File: src/design/ptts_pkg.sv
// ----------------------------------------------------------------------------
// ptts_pkg
// Shared types and constants for the periodic task tick scheduler.
// ----------------------------------------------------------------------------
package ptts_pkg;

  typedef logic [2:0] op_t;

  localparam op_t OP_TICK    = 3'd0;
  localparam op_t OP_CREATE  = 3'd1;
  localparam op_t OP_SUSPEND = 3'd2;
  localparam op_t OP_RESUME  = 3'd3;
  localparam op_t OP_DELETE  = 3'd4;

  localparam int OP_W     = 3;
  localparam int ID_W     = 3;
  localparam int PERIOD_W = 16;

  // due words reported per tick
  localparam int MAX_RESULTS = 8;
  localparam int RCNT_W      = $clog2(MAX_RESULTS + 1);
  typedef logic [RCNT_W-1:0] rcnt_t;

  typedef enum logic [4:0] {
    S_IDLE  = 5'b00001,
    S_START = 5'b00010,
    S_RD    = 5'b00100,
    S_EV    = 5'b01000,
    S_FIN   = 5'b10000
  } state_t;

  // controller -> datapath
  typedef struct packed {
    logic cap;    // capture input word, clear scan state
    logic rd;     // read period/countdown at scan index
    logic ev;     // commit evaluation of the current entry
    logic apply;  // edit one entry, push ack
    logic fin;    // push final word of a tick
  } cmd_t;

  // datapath -> controller
  typedef struct packed {
    logic tick_op;
    logic out_free;
    logic due_hit;
    logic pend_vld;
    logic scan_last;
  } sts_t;

endpackage

File: src/design/ptts_if.sv
// ----------------------------------------------------------------------------
// ptts_in_if / ptts_out_if
// Valid/ready channels for operation words and result words.
// ----------------------------------------------------------------------------
interface ptts_in_if;
  logic       valid;
  logic       ready;
  logic [2:0] operation;
  logic [2:0] task_id;
  logic [15:0] period;
  logic       handler_valid;

  modport source (output valid, output operation, output task_id, output period,
                  output handler_valid, input ready);
  modport sink   (input valid, input operation, input task_id, input period,
                  input handler_valid, output ready);
endinterface

interface ptts_out_if;
  logic       valid;
  logic       ready;
  logic       due;
  logic [2:0] due_task;
  logic       last;

  modport source (output valid, output due, output due_task, output last, input ready);
  modport sink   (input valid, input due, input due_task, input last, output ready);
endinterface

File: src/design/ptts_ctrl.sv
// ----------------------------------------------------------------------------
// ptts_ctrl
// Sequencer: accepts a word, runs an edit or a table scan, emits results.
// ----------------------------------------------------------------------------
module ptts_ctrl (
  input  logic            clk,
  input  logic            rst_n,
  input  logic            in_valid,
  output logic            in_ready,
  input  ptts_pkg::sts_t  sts,
  output ptts_pkg::cmd_t  cmd
);

  ptts_pkg::state_t state_r, state_nxt;

  always_ff @(posedge clk) begin
    if (!rst_n) begin
      state_r <= ptts_pkg::S_IDLE;
    end else begin
      state_r <= state_nxt;
    end
  end

  always_comb begin
    state_nxt = state_r;
    cmd       = '0;
    in_ready  = 1'b0;
    unique case (state_r)
      ptts_pkg::S_IDLE: begin
        in_ready = 1'b1;
        if (in_valid) begin
          cmd.cap   = 1'b1;
          state_nxt = ptts_pkg::S_START;
        end
      end
      ptts_pkg::S_START: begin
        if (sts.tick_op) begin
          cmd.rd    = 1'b1;
          state_nxt = ptts_pkg::S_EV;
        end else if (sts.out_free) begin
          cmd.apply = 1'b1;
          state_nxt = ptts_pkg::S_IDLE;
        end
      end
      ptts_pkg::S_RD: begin
        cmd.rd    = 1'b1;
        state_nxt = ptts_pkg::S_EV;
      end
      ptts_pkg::S_EV: begin
        // a new due entry flushes the held one; wait if output is busy
        if (!(sts.due_hit && sts.pend_vld && !sts.out_free)) begin
          cmd.ev    = 1'b1;
          state_nxt = sts.scan_last ? ptts_pkg::S_FIN : ptts_pkg::S_RD;
        end
      end
      ptts_pkg::S_FIN: begin
        if (sts.out_free) begin
          cmd.fin   = 1'b1;
          state_nxt = ptts_pkg::S_IDLE;
        end
      end
      default: begin
        state_nxt = ptts_pkg::S_IDLE;
      end
    endcase
  end

endmodule

File: src/design/ptts_dp.sv
// ----------------------------------------------------------------------------
// ptts_dp
// Task table, scan index, held due entry and output word register.
// ----------------------------------------------------------------------------
module ptts_dp #(
  parameter int TASK_COUNT = 8
) (
  input  logic                           clk,
  input  logic                           rst_n,
  input  ptts_pkg::cmd_t                 cmd,
  output ptts_pkg::sts_t                 sts,
  input  logic [ptts_pkg::OP_W-1:0]      op_i,
  input  logic [ptts_pkg::ID_W-1:0]      id_i,
  input  logic [ptts_pkg::PERIOD_W-1:0]  period_i,
  input  logic                           hv_i,
  input  logic                           out_ready,
  output logic                           out_valid,
  output logic                           out_due,
  output logic [ptts_pkg::ID_W-1:0]      out_due_task,
  output logic                           out_last
);

  localparam int IDX_W = (TASK_COUNT > 1) ? $clog2(TASK_COUNT) : 1;
  localparam logic [IDX_W-1:0] LAST_IDX = IDX_W'(TASK_COUNT - 1);

  // captured word
  ptts_pkg::op_t                 op_r;
  logic [ptts_pkg::ID_W-1:0]     id_r;
  logic [ptts_pkg::PERIOD_W-1:0] per_r;
  logic                          hv_r;

  // table: period/countdown in RAM, flags in flops
  logic [ptts_pkg::PERIOD_W-1:0] per_mem [TASK_COUNT];
  logic [ptts_pkg::PERIOD_W-1:0] cnt_mem [TASK_COUNT];
  logic [ptts_pkg::PERIOD_W-1:0] per_q, cnt_q;
  logic [TASK_COUNT-1:0]         present_r, susp_r, cnt_vld_r;

  // scan state
  logic [IDX_W-1:0]              idx_r;
  ptts_pkg::rcnt_t               nrep_r;
  logic                          pend_vld_r;
  logic [IDX_W-1:0]              pend_id_r;

  // output word register
  logic                          out_valid_r, out_due_r, out_last_r;
  logic [ptts_pkg::ID_W-1:0]     out_task_r;

  logic                          id_ok;
  logic [IDX_W-1:0]              id_idx;
  logic                          eligible, cd_zero, due_hit, out_free;
  logic [ptts_pkg::PERIOD_W-1:0] cd, cnt_wdata;
  logic                          push_ev, push;
  logic                          push_due, push_last;
  logic [ptts_pkg::ID_W-1:0]     push_task;

  assign id_ok  = {{(32 - ptts_pkg::ID_W){1'b0}}, id_r} < 32'(TASK_COUNT);
  assign id_idx = IDX_W'(id_r);

  assign eligible  = present_r[idx_r] & ~susp_r[idx_r];
  // unwritten countdown (after reset or delete) reads as zero
  assign cd        = cnt_vld_r[idx_r] ? cnt_q : '0;
  assign cd_zero   = (cd == '0);
  assign due_hit   = eligible & cd_zero & (nrep_r < ptts_pkg::rcnt_t'(ptts_pkg::MAX_RESULTS));
  assign cnt_wdata = cd_zero ? per_q : cd - 1'b1;
  assign out_free  = ~out_valid_r | out_ready;

  assign sts.tick_op   = (op_r == ptts_pkg::OP_TICK);
  assign sts.out_free  = out_free;
  assign sts.due_hit   = due_hit;
  assign sts.pend_vld  = pend_vld_r;
  assign sts.scan_last = (idx_r == LAST_IDX);

  // held due entry leaves as a non-final word once the next one shows up
  assign push_ev = cmd.ev & due_hit & pend_vld_r;
  assign push    = push_ev | cmd.apply | cmd.fin;

  always_comb begin
    push_due  = 1'b0;
    push_task = '0;
    push_last = 1'b1;
    if (push_ev) begin
      push_due  = 1'b1;
      push_task = ptts_pkg::ID_W'(pend_id_r);
      push_last = 1'b0;
    end else if (cmd.fin && pend_vld_r) begin
      push_due  = 1'b1;
      push_task = ptts_pkg::ID_W'(pend_id_r);
    end
  end

  // captured word
  always_ff @(posedge clk) begin
    if (cmd.cap) begin
      op_r  <= op_i;
      id_r  <= id_i;
      per_r <= period_i;
      hv_r  <= hv_i;
    end
  end

  // table RAMs
  always_ff @(posedge clk) begin
    if (cmd.apply && id_ok && (op_r == ptts_pkg::OP_CREATE)) begin
      per_mem[id_idx] <= per_r;
    end
    if (cmd.ev && eligible) begin
      cnt_mem[idx_r] <= cnt_wdata;
    end
    if (cmd.rd) begin
      per_q <= per_mem[idx_r];
      cnt_q <= cnt_mem[idx_r];
    end
  end

  // flags
  always_ff @(posedge clk) begin
    if (!rst_n) begin
      present_r <= '0;
      susp_r    <= '0;
      cnt_vld_r <= '0;
    end else begin
      if (cmd.ev && eligible) begin
        cnt_vld_r[idx_r] <= 1'b1;
      end
      if (cmd.apply && id_ok) begin
        unique case (op_r)
          ptts_pkg::OP_CREATE:  present_r[id_idx] <= hv_r;
          ptts_pkg::OP_SUSPEND: susp_r[id_idx]    <= 1'b1;
          ptts_pkg::OP_RESUME:  susp_r[id_idx]    <= 1'b0;
          ptts_pkg::OP_DELETE: begin
            present_r[id_idx] <= 1'b0;
            susp_r[id_idx]    <= 1'b0;
            cnt_vld_r[id_idx] <= 1'b0;
          end
          default: ;
        endcase
      end
    end
  end

  // scan state
  always_ff @(posedge clk) begin
    if (!rst_n) begin
      idx_r      <= '0;
      nrep_r     <= '0;
      pend_vld_r <= 1'b0;
    end else if (cmd.cap) begin
      idx_r      <= '0;
      nrep_r     <= '0;
      pend_vld_r <= 1'b0;
    end else if (cmd.fin) begin
      pend_vld_r <= 1'b0;
    end else if (cmd.ev) begin
      if (idx_r != LAST_IDX) begin
        idx_r <= idx_r + 1'b1;
      end
      if (due_hit) begin
        nrep_r     <= nrep_r + 1'b1;
        pend_vld_r <= 1'b1;
      end
    end
  end

  always_ff @(posedge clk) begin
    if (cmd.ev && due_hit) begin
      pend_id_r <= idx_r;
    end
  end

  // output word register
  always_ff @(posedge clk) begin
    if (!rst_n) begin
      out_valid_r <= 1'b0;
    end else if (push) begin
      out_valid_r <= 1'b1;
    end else if (out_ready) begin
      out_valid_r <= 1'b0;
    end
  end

  always_ff @(posedge clk) begin
    if (push) begin
      out_due_r  <= push_due;
      out_task_r <= push_task;
      out_last_r <= push_last;
    end
  end

  assign out_valid    = out_valid_r;
  assign out_due      = out_due_r;
  assign out_due_task = out_task_r;
  assign out_last     = out_last_r;

endmodule

File: src/design/periodic_task_tick_scheduler.sv
// ----------------------------------------------------------------------------
// periodic_task_tick_scheduler
// Time-triggered cooperative scheduler: task table with tick-driven countdowns.
// ----------------------------------------------------------------------------
// Usage:
//   in_ch  : one word per operation (tick, create, suspend, resume, delete),
//            taken when valid and ready are both high. ready is high only
//            while the sequencer is idle; one word is worked at a time.
//   out_ch : result words. A tick gives one word per due task in id order
//            (at most eight), or one not-due word; every other operation
//            gives one acknowledge word. last marks the final word.
//   Steps:   an edit is captured, then applied as its acknowledge is loaded
//            into the output register. A tick walks the table entry by entry
//            (RAM read, then evaluate/write), then pushes the final word.
//   The next word is taken only once the sequencer is back to idle.
//   A due word is held until the next due entry or the end of the scan so
//   that last can be set; words leave through an output register, so the
//   next operation is accepted while the final word still waits.
//   Receiver stall: the scan pauses on a due entry while the previous word
//   is still unread; nothing is dropped.
//   Reset (synchronous, active low): all tasks absent, ready, countdowns zero;
//   periods are not cleared but set by create; no clearing pass is needed.
// ----------------------------------------------------------------------------
module periodic_task_tick_scheduler #(
  parameter int TASK_COUNT = 8
) (
  input  logic        clk,
  input  logic        rst_n,
  ptts_in_if.sink     in_ch,
  ptts_out_if.source  out_ch
);

  ptts_pkg::cmd_t cmd;
  ptts_pkg::sts_t sts;

  // sequencer
  ptts_ctrl u_ctrl (
    .clk      (clk),
    .rst_n    (rst_n),
    .in_valid (in_ch.valid),
    .in_ready (in_ch.ready),
    .sts      (sts),
    .cmd      (cmd)
  );

  // table, scan state and output register
  ptts_dp #(
    .TASK_COUNT (TASK_COUNT)
  ) u_dp (
    .clk          (clk),
    .rst_n        (rst_n),
    .cmd          (cmd),
    .sts          (sts),
    .op_i         (in_ch.operation),
    .id_i         (in_ch.task_id),
    .period_i     (in_ch.period),
    .hv_i         (in_ch.handler_valid),
    .out_ready    (out_ch.ready),
    .out_valid    (out_ch.valid),
    .out_due      (out_ch.due),
    .out_due_task (out_ch.due_task),
    .out_last     (out_ch.last)
  );

endmodule

File: src/flat_wrapper.sv
// flat-port wrapper written by rule: the top's interface ports become plain ports
module periodic_task_tick_scheduler_flat 
#(
  parameter int TASK_COUNT = 8
)
  (clk, rst_n, in_ch_valid, in_ch_operation, in_ch_task_id, in_ch_period, in_ch_handler_valid, in_ch_ready, out_ch_valid, out_ch_due, out_ch_due_task, out_ch_last, out_ch_ready);
  ptts_in_if in_ch_i ();
  ptts_out_if out_ch_i ();
  input  logic clk;
  input  logic rst_n;
  input wire logic [$bits(in_ch_i.valid)-1:0] in_ch_valid;
  input wire logic [$bits(in_ch_i.operation)-1:0] in_ch_operation;
  input wire logic [$bits(in_ch_i.task_id)-1:0] in_ch_task_id;
  input wire logic [$bits(in_ch_i.period)-1:0] in_ch_period;
  input wire logic [$bits(in_ch_i.handler_valid)-1:0] in_ch_handler_valid;
  output wire logic [$bits(in_ch_i.ready)-1:0] in_ch_ready;
  output wire logic [$bits(out_ch_i.valid)-1:0] out_ch_valid;
  output wire logic [$bits(out_ch_i.due)-1:0] out_ch_due;
  output wire logic [$bits(out_ch_i.due_task)-1:0] out_ch_due_task;
  output wire logic [$bits(out_ch_i.last)-1:0] out_ch_last;
  input wire logic [$bits(out_ch_i.ready)-1:0] out_ch_ready;
  assign in_ch_i.valid = in_ch_valid;
  assign in_ch_i.operation = in_ch_operation;
  assign in_ch_i.task_id = in_ch_task_id;
  assign in_ch_i.period = in_ch_period;
  assign in_ch_i.handler_valid = in_ch_handler_valid;
  assign in_ch_ready = in_ch_i.ready;
  assign out_ch_valid = out_ch_i.valid;
  assign out_ch_due = out_ch_i.due;
  assign out_ch_due_task = out_ch_i.due_task;
  assign out_ch_last = out_ch_i.last;
  assign out_ch_i.ready = out_ch_ready;
  periodic_task_tick_scheduler #(.TASK_COUNT(TASK_COUNT)) u_core (.clk(clk), .rst_n(rst_n), .in_ch(in_ch_i), .out_ch(out_ch_i));
endmodule
File: config.mk
export PLATFORM = sky130hd
export DESIGN_NAME = periodic_task_tick_scheduler_flat
export DESIGN_NICKNAME = d
export VERILOG_FILES = /design/src/design/ptts_pkg.sv /design/src/design/ptts_if.sv /design/src/design/ptts_ctrl.sv /design/src/design/ptts_dp.sv /design/src/design/periodic_task_tick_scheduler.sv /design/src/flat_wrapper.sv
export SDC_FILE = /design/constraint.sdc
export NUM_CORES = 1
export LEC_CHECK = 0
export ABC_AREA = 1
export BUFFER_PORTS_ARGS = -buffer_cell sky130_fd_sc_hd__clkbuf_2
export CAP_MARGIN = 15
export CORE_ASPECT_RATIO = 0.5
export CORE_MARGIN = 5
export CORE_UTILIZATION = 45
export CTS_BUF_LIST = sky130_fd_sc_hd__clkbuf_8
export CTS_CLUSTER_DIAMETER = 150
export CTS_CLUSTER_SIZE = 14
export DETAILED_ROUTE_END_ITERATION = 10
export GPL_TIMING_DRIVEN = 0
export PLACE_DENSITY_LB_ADDON = 0.08
export SYNTH_ARGS = -nofsm -noshare
export SYNTH_HDL_FRONTEND = slang
export SYNTH_SLANG_ARGS = --single-unit
File: constraint.sdc
create_clock -name clk -period 5.4 [get_ports clk]
set_input_delay 0.27 -clock clk [delete_from_list [all_inputs] [get_ports clk]]
set_output_delay 0.27 -clock clk [all_outputs]
set_load 0.005 [all_outputs]
==> impl_metrics.tcl <==
set metrics [dict create \
    firstDrtPassIters 6 \
    die_h_um 135 \
    syn_area_per_cell_um2 13.6 \
    nets 1158 \
    ant_nets 0 \
    fin_setup_tns_ns 0 \
    cts_max_path_buffers 3 \
    drive_above_1_share_pct 12.8 \
    grt_util_all_layers_pct 20.2 \
    grt_pass1_vias 8294 \
    hold_viol 0 \
    clk_pin_slew_worst_paths_ns 0.09 \
    drc 0 \
    path_common_cell "nand2_4" \
    dp_slack_ns 1.40 \
    worst_ep_required_time_ns 5.62 \
    slew_headroom_pct 26.1 \
    synth.net_count 1061 \
    antenna_found_initial 2 \
    cts_made_buffers 29 \
    rr_worst_depth 18 \
    cpPeakStageDelay_ns 0.82 \
    synthArstFlopShare_pct 0 \
    end_kind "flip-flop" \
    ios 34 \
    nFillCells 2687 \
    fin_worst_skew_ns 0.0275 \
    fmax_mhz 249 \
    row_count 45 \
    leakagePower_nw 5.39 \
    status "complete, no violations" \
    grt_pass1_wl_um 52800 \
    cp.depth 18 \
    cp_max_fo 16 \
    drv_slew 0 \
    fin_crit_ns 4.02 \
    rsz0062_at_grt "false" \
    start_util_pct 45.9 \
    ys_ff_latch 357 \
    cp.buffers_inverters 6 \
    grt_max_degree 33 \
    insertion_delay_ns 0.60 \
    setup_viol 0 \
    whs_path_depth 4 \
    max_cap_viol_count 0 \
    tightest_slew_ns 1.11 \
    syn_inst 1030 \
    worst_hold_slack_ns 0.0956 \
    cts_sinks 357 \
    hpwl_um 23400 \
    synthDistinctLibCells 48 \
    syn_to_final_growth_pct 11.0 \
    htreeDepth 1 \
    antenna_cells 0 \
    die_area_um2 35000 \
    vias 8505 \
    ys.flop_type "edfxtp_1" \
    worst_hold_path_type "in2reg" \
    ys_warn_count 0 \
    port_buffers 33 \
    synth-edff-count 319 \
    drt-total-wl_um 35400 \
    wl_per_cell_um 22.7 \
    cp_top_family "buffers and inverters" \
    critPathArrivalTime_ns 4.24 \
    fin_ws_ns 1.38 \
    die_w_um 260 \
    period_share_pct 74.4 \
    path_class "reg2reg" \
    slowest_stage "inv_1" \
    cts_tree "done" \
    syn-cell-area_um2 14000 \
    gp_congestion 0.873 \
    crit_chain "inv_2, nor2_2, nand3_2, nand2_4, inv_2, nand2_4, buf_8, buf_2, nand2_1, ha_1, nand2_1, nor2_4, nand2_4, nor2_8, nand2_4, buf_8, nand4_2, inv_1" \
    core_area_um2 30500 \
    drt-initial-drc-count 855 \
    ir_drop_v 0.000226 \
    yosysSeqAreaShare_pct 73.8 \
    overflow 0 \
    clockRootBuffer "clkbuf_8" \
    crit_path_start_kind "flip-flop" \
    cts_resized 0 \
    p_per_area_nw_per_um2 292 \
    via_per_inst 5.45 \
]
==> worst paths after layout <==
kind                                             endpoint                      from  slack, ns
worst min register to register   u_core.u_dp.cnt_vld_r[0]  u_core.u_dp.cnt_vld_r[0]       0.46
worst min-delay path             u_core.u_ctrl.state_r[3]              out_ch_ready        0.1
worst max register to register  u_core.u_dp.cnt_mem[3][4]      u_core.u_dp.idx_r[2]       1.38
worst max-delay path            u_core.u_dp.cnt_mem[3][4]      u_core.u_dp.idx_r[2]       1.38
==> state kept, by name, indices dropped and copies added (netlist names), 4 cells and up, named ones only <==
register	cells
u_core.u_ctrl.state_r	5
u_core.u_dp.cnt_mem	128
u_core.u_dp.cnt_q	16
u_core.u_dp.cnt_vld_r	8
u_core.u_dp.nrep_r	4
u_core.u_dp.per_mem	128
u_core.u_dp.per_q	16
u_core.u_dp.per_r	16
u_core.u_dp.present_r	8
==> cells in the final DEF (no fill, tap or decap), types with 4 or more instances in the layout <==
cell type,n
inv_2,7
clkbuf_1,23
nand2_4,6
nand2_1,187
nand2_2,7
buf_1,4
clkbuf_2,33
a21oi_1,32
nor2_1,74
o21ai_0,16
nand3_1,12
a221oi_1,31
nand4_1,37
a22oi_1,33
edfxtp_1,319
dfxtp_1,38
clkbuf_8,29
dlygate4sd3_1,25
o21ai_1,9
inv_1,83
nor3_1,14
ha_1,4
nor2_2,12
xor2_1,6
buf_8,10
a211oi_1,6
nand4_2,8
a22o_1,25
a21oi_2,7
==> power by group <==
group          switching, mW  total [mW]  internal (mW)
Combinational         0.0757       0.113         0.0372
Clock                  0.858        1.35          0.494
Sequential            0.0371        3.07           3.04
==> cells by family (layout without fill, tap and decap cells) <==
| group | after synthesis | after routing | synth area share, % |
|---|---|---|---|
| buffers and inverters | 116 | 223 | 3.49 |
| AOI/OAI and AO/OA | 174 | 174 | 9.20 |
| and+or+nand+nor | 371 | 371 | 12.6 |
| xor gates and xnor gates | 8 | 8 | 0.500 |
| adders and majority gates | 4 | 4 | 0.357 |
| DFF | 357 | 357 | 73.8 |
==> cell type report <==
| cell class | instances | area (um^2) | share of cell area [%] |
|---|---|---|---|
| Sequential cell | 357 | 10300 | 66.5 |
| Multi-Input combinational cell | 557 | 3200 | 20.6 |
| Timing Repair Buffer | 66 | 536 | 3.45 |
| Tap cell | 423 | 529 | 3.41 |
| Clock buffer | 29 | 399 | 2.57 |
| Inverter | 81 | 307 | 1.97 |
| Buffer | 35 | 183 | 1.18 |
| Clock inverter | 12 | 50.0 | 0.322 |
==> worst register-to-register path: stages (launching register included) <==
cell     delay, ns
dfxtp_1       0.61
inv_2         0.12
nor2_2        0.15
nand3_2       0.10
nand2_4       0.11
inv_2         0.05
nand2_4       0.10
buf_8         0.15
buf_2         0.23
nand2_1       0.08
ha_1          0.21
nand2_1       0.18
nor2_4        0.08
nand2_4       0.19
nor2_8        0.07
nand2_4       0.08
buf_8         0.15
nand4_2       0.11
inv_1         0.82
==> synth_stat cells (2+ instances only) <==
master / n / area [um^2]
edfxtp_1: 319 / 9580
nor2_2: 4 / 25.0
nand4_2: 8 / 100
ha_1: 4 / 50.1
nor2_1: 82 / 308
buf_8: 2 / 30.0
xor2_1: 6 / 52.6
nor4_1: 2 / 12.5
o21ai_2: 3 / 26.3
inv_1: 73 / 274
o41ai_2: 3 / 48.8
nand3_2: 2 / 20.0
clkbuf_1: 23 / 86.3
nand4_1: 37 / 231
a21oi_1: 32 / 160
nor3_1: 14 / 70.1
a31oi_1: 3 / 18.8
o21ai_1: 9 / 45.0
a21oi_2: 7 / 61.3
a211oi_1: 6 / 45.0
nand3_1: 12 / 60.1
buf_1: 4 / 15.0
xnor2_1: 2 / 17.5
o21a_1: 2 / 15.0
buf_6: 3 / 33.8
dfxtp_1: 38 / 761
nor2_4: 3 / 33.8
nand2_1: 187 / 702
a22oi_1: 33 / 248
a221oi_1: 31 / 272
nor2_8: 2 / 40.0
inv_2: 6 / 22.5
a22o_1: 25 / 219
nand2_2: 7 / 43.8
a21oi_4: 2 / 32.5
buf_2: 2 / 10.0
nand2_4: 6 / 67.6
o21ai_0: 16 / 80.1
==> metrics by stage <==
stage                     utilization (%)  instance area (um^2)  instances  total power, mW
final                                50.9                 15500       1560             4.54
after global routing                 50.9                 15500       1560             4.71
after CTS                            50.9                 15500       1560             4.58
after detailed placement             48.6                 14800       1494             3.24
after global placement               48.2                 14700       1486             3.23
after floorplan                         -                 14000       1030             3.18
==> metal layers <==
layer  track usage, %  vias up  part of all wire, %  routed length, um
li1                 -     3972                    -                  -
met1             31.5     4214                   49              17200
met2             30.7      268                   43              15300
met3             3.25       51                  6.5               2290
met4             3.49        0                  1.9                679
met5                0        -                    0                  0
==> what timing repair did <==
item	CTS	global route
hold buffers	25	0
buffers inserted	0	0
hold endpoints to repair	28	0
Power figures use the tool's default switching activity.
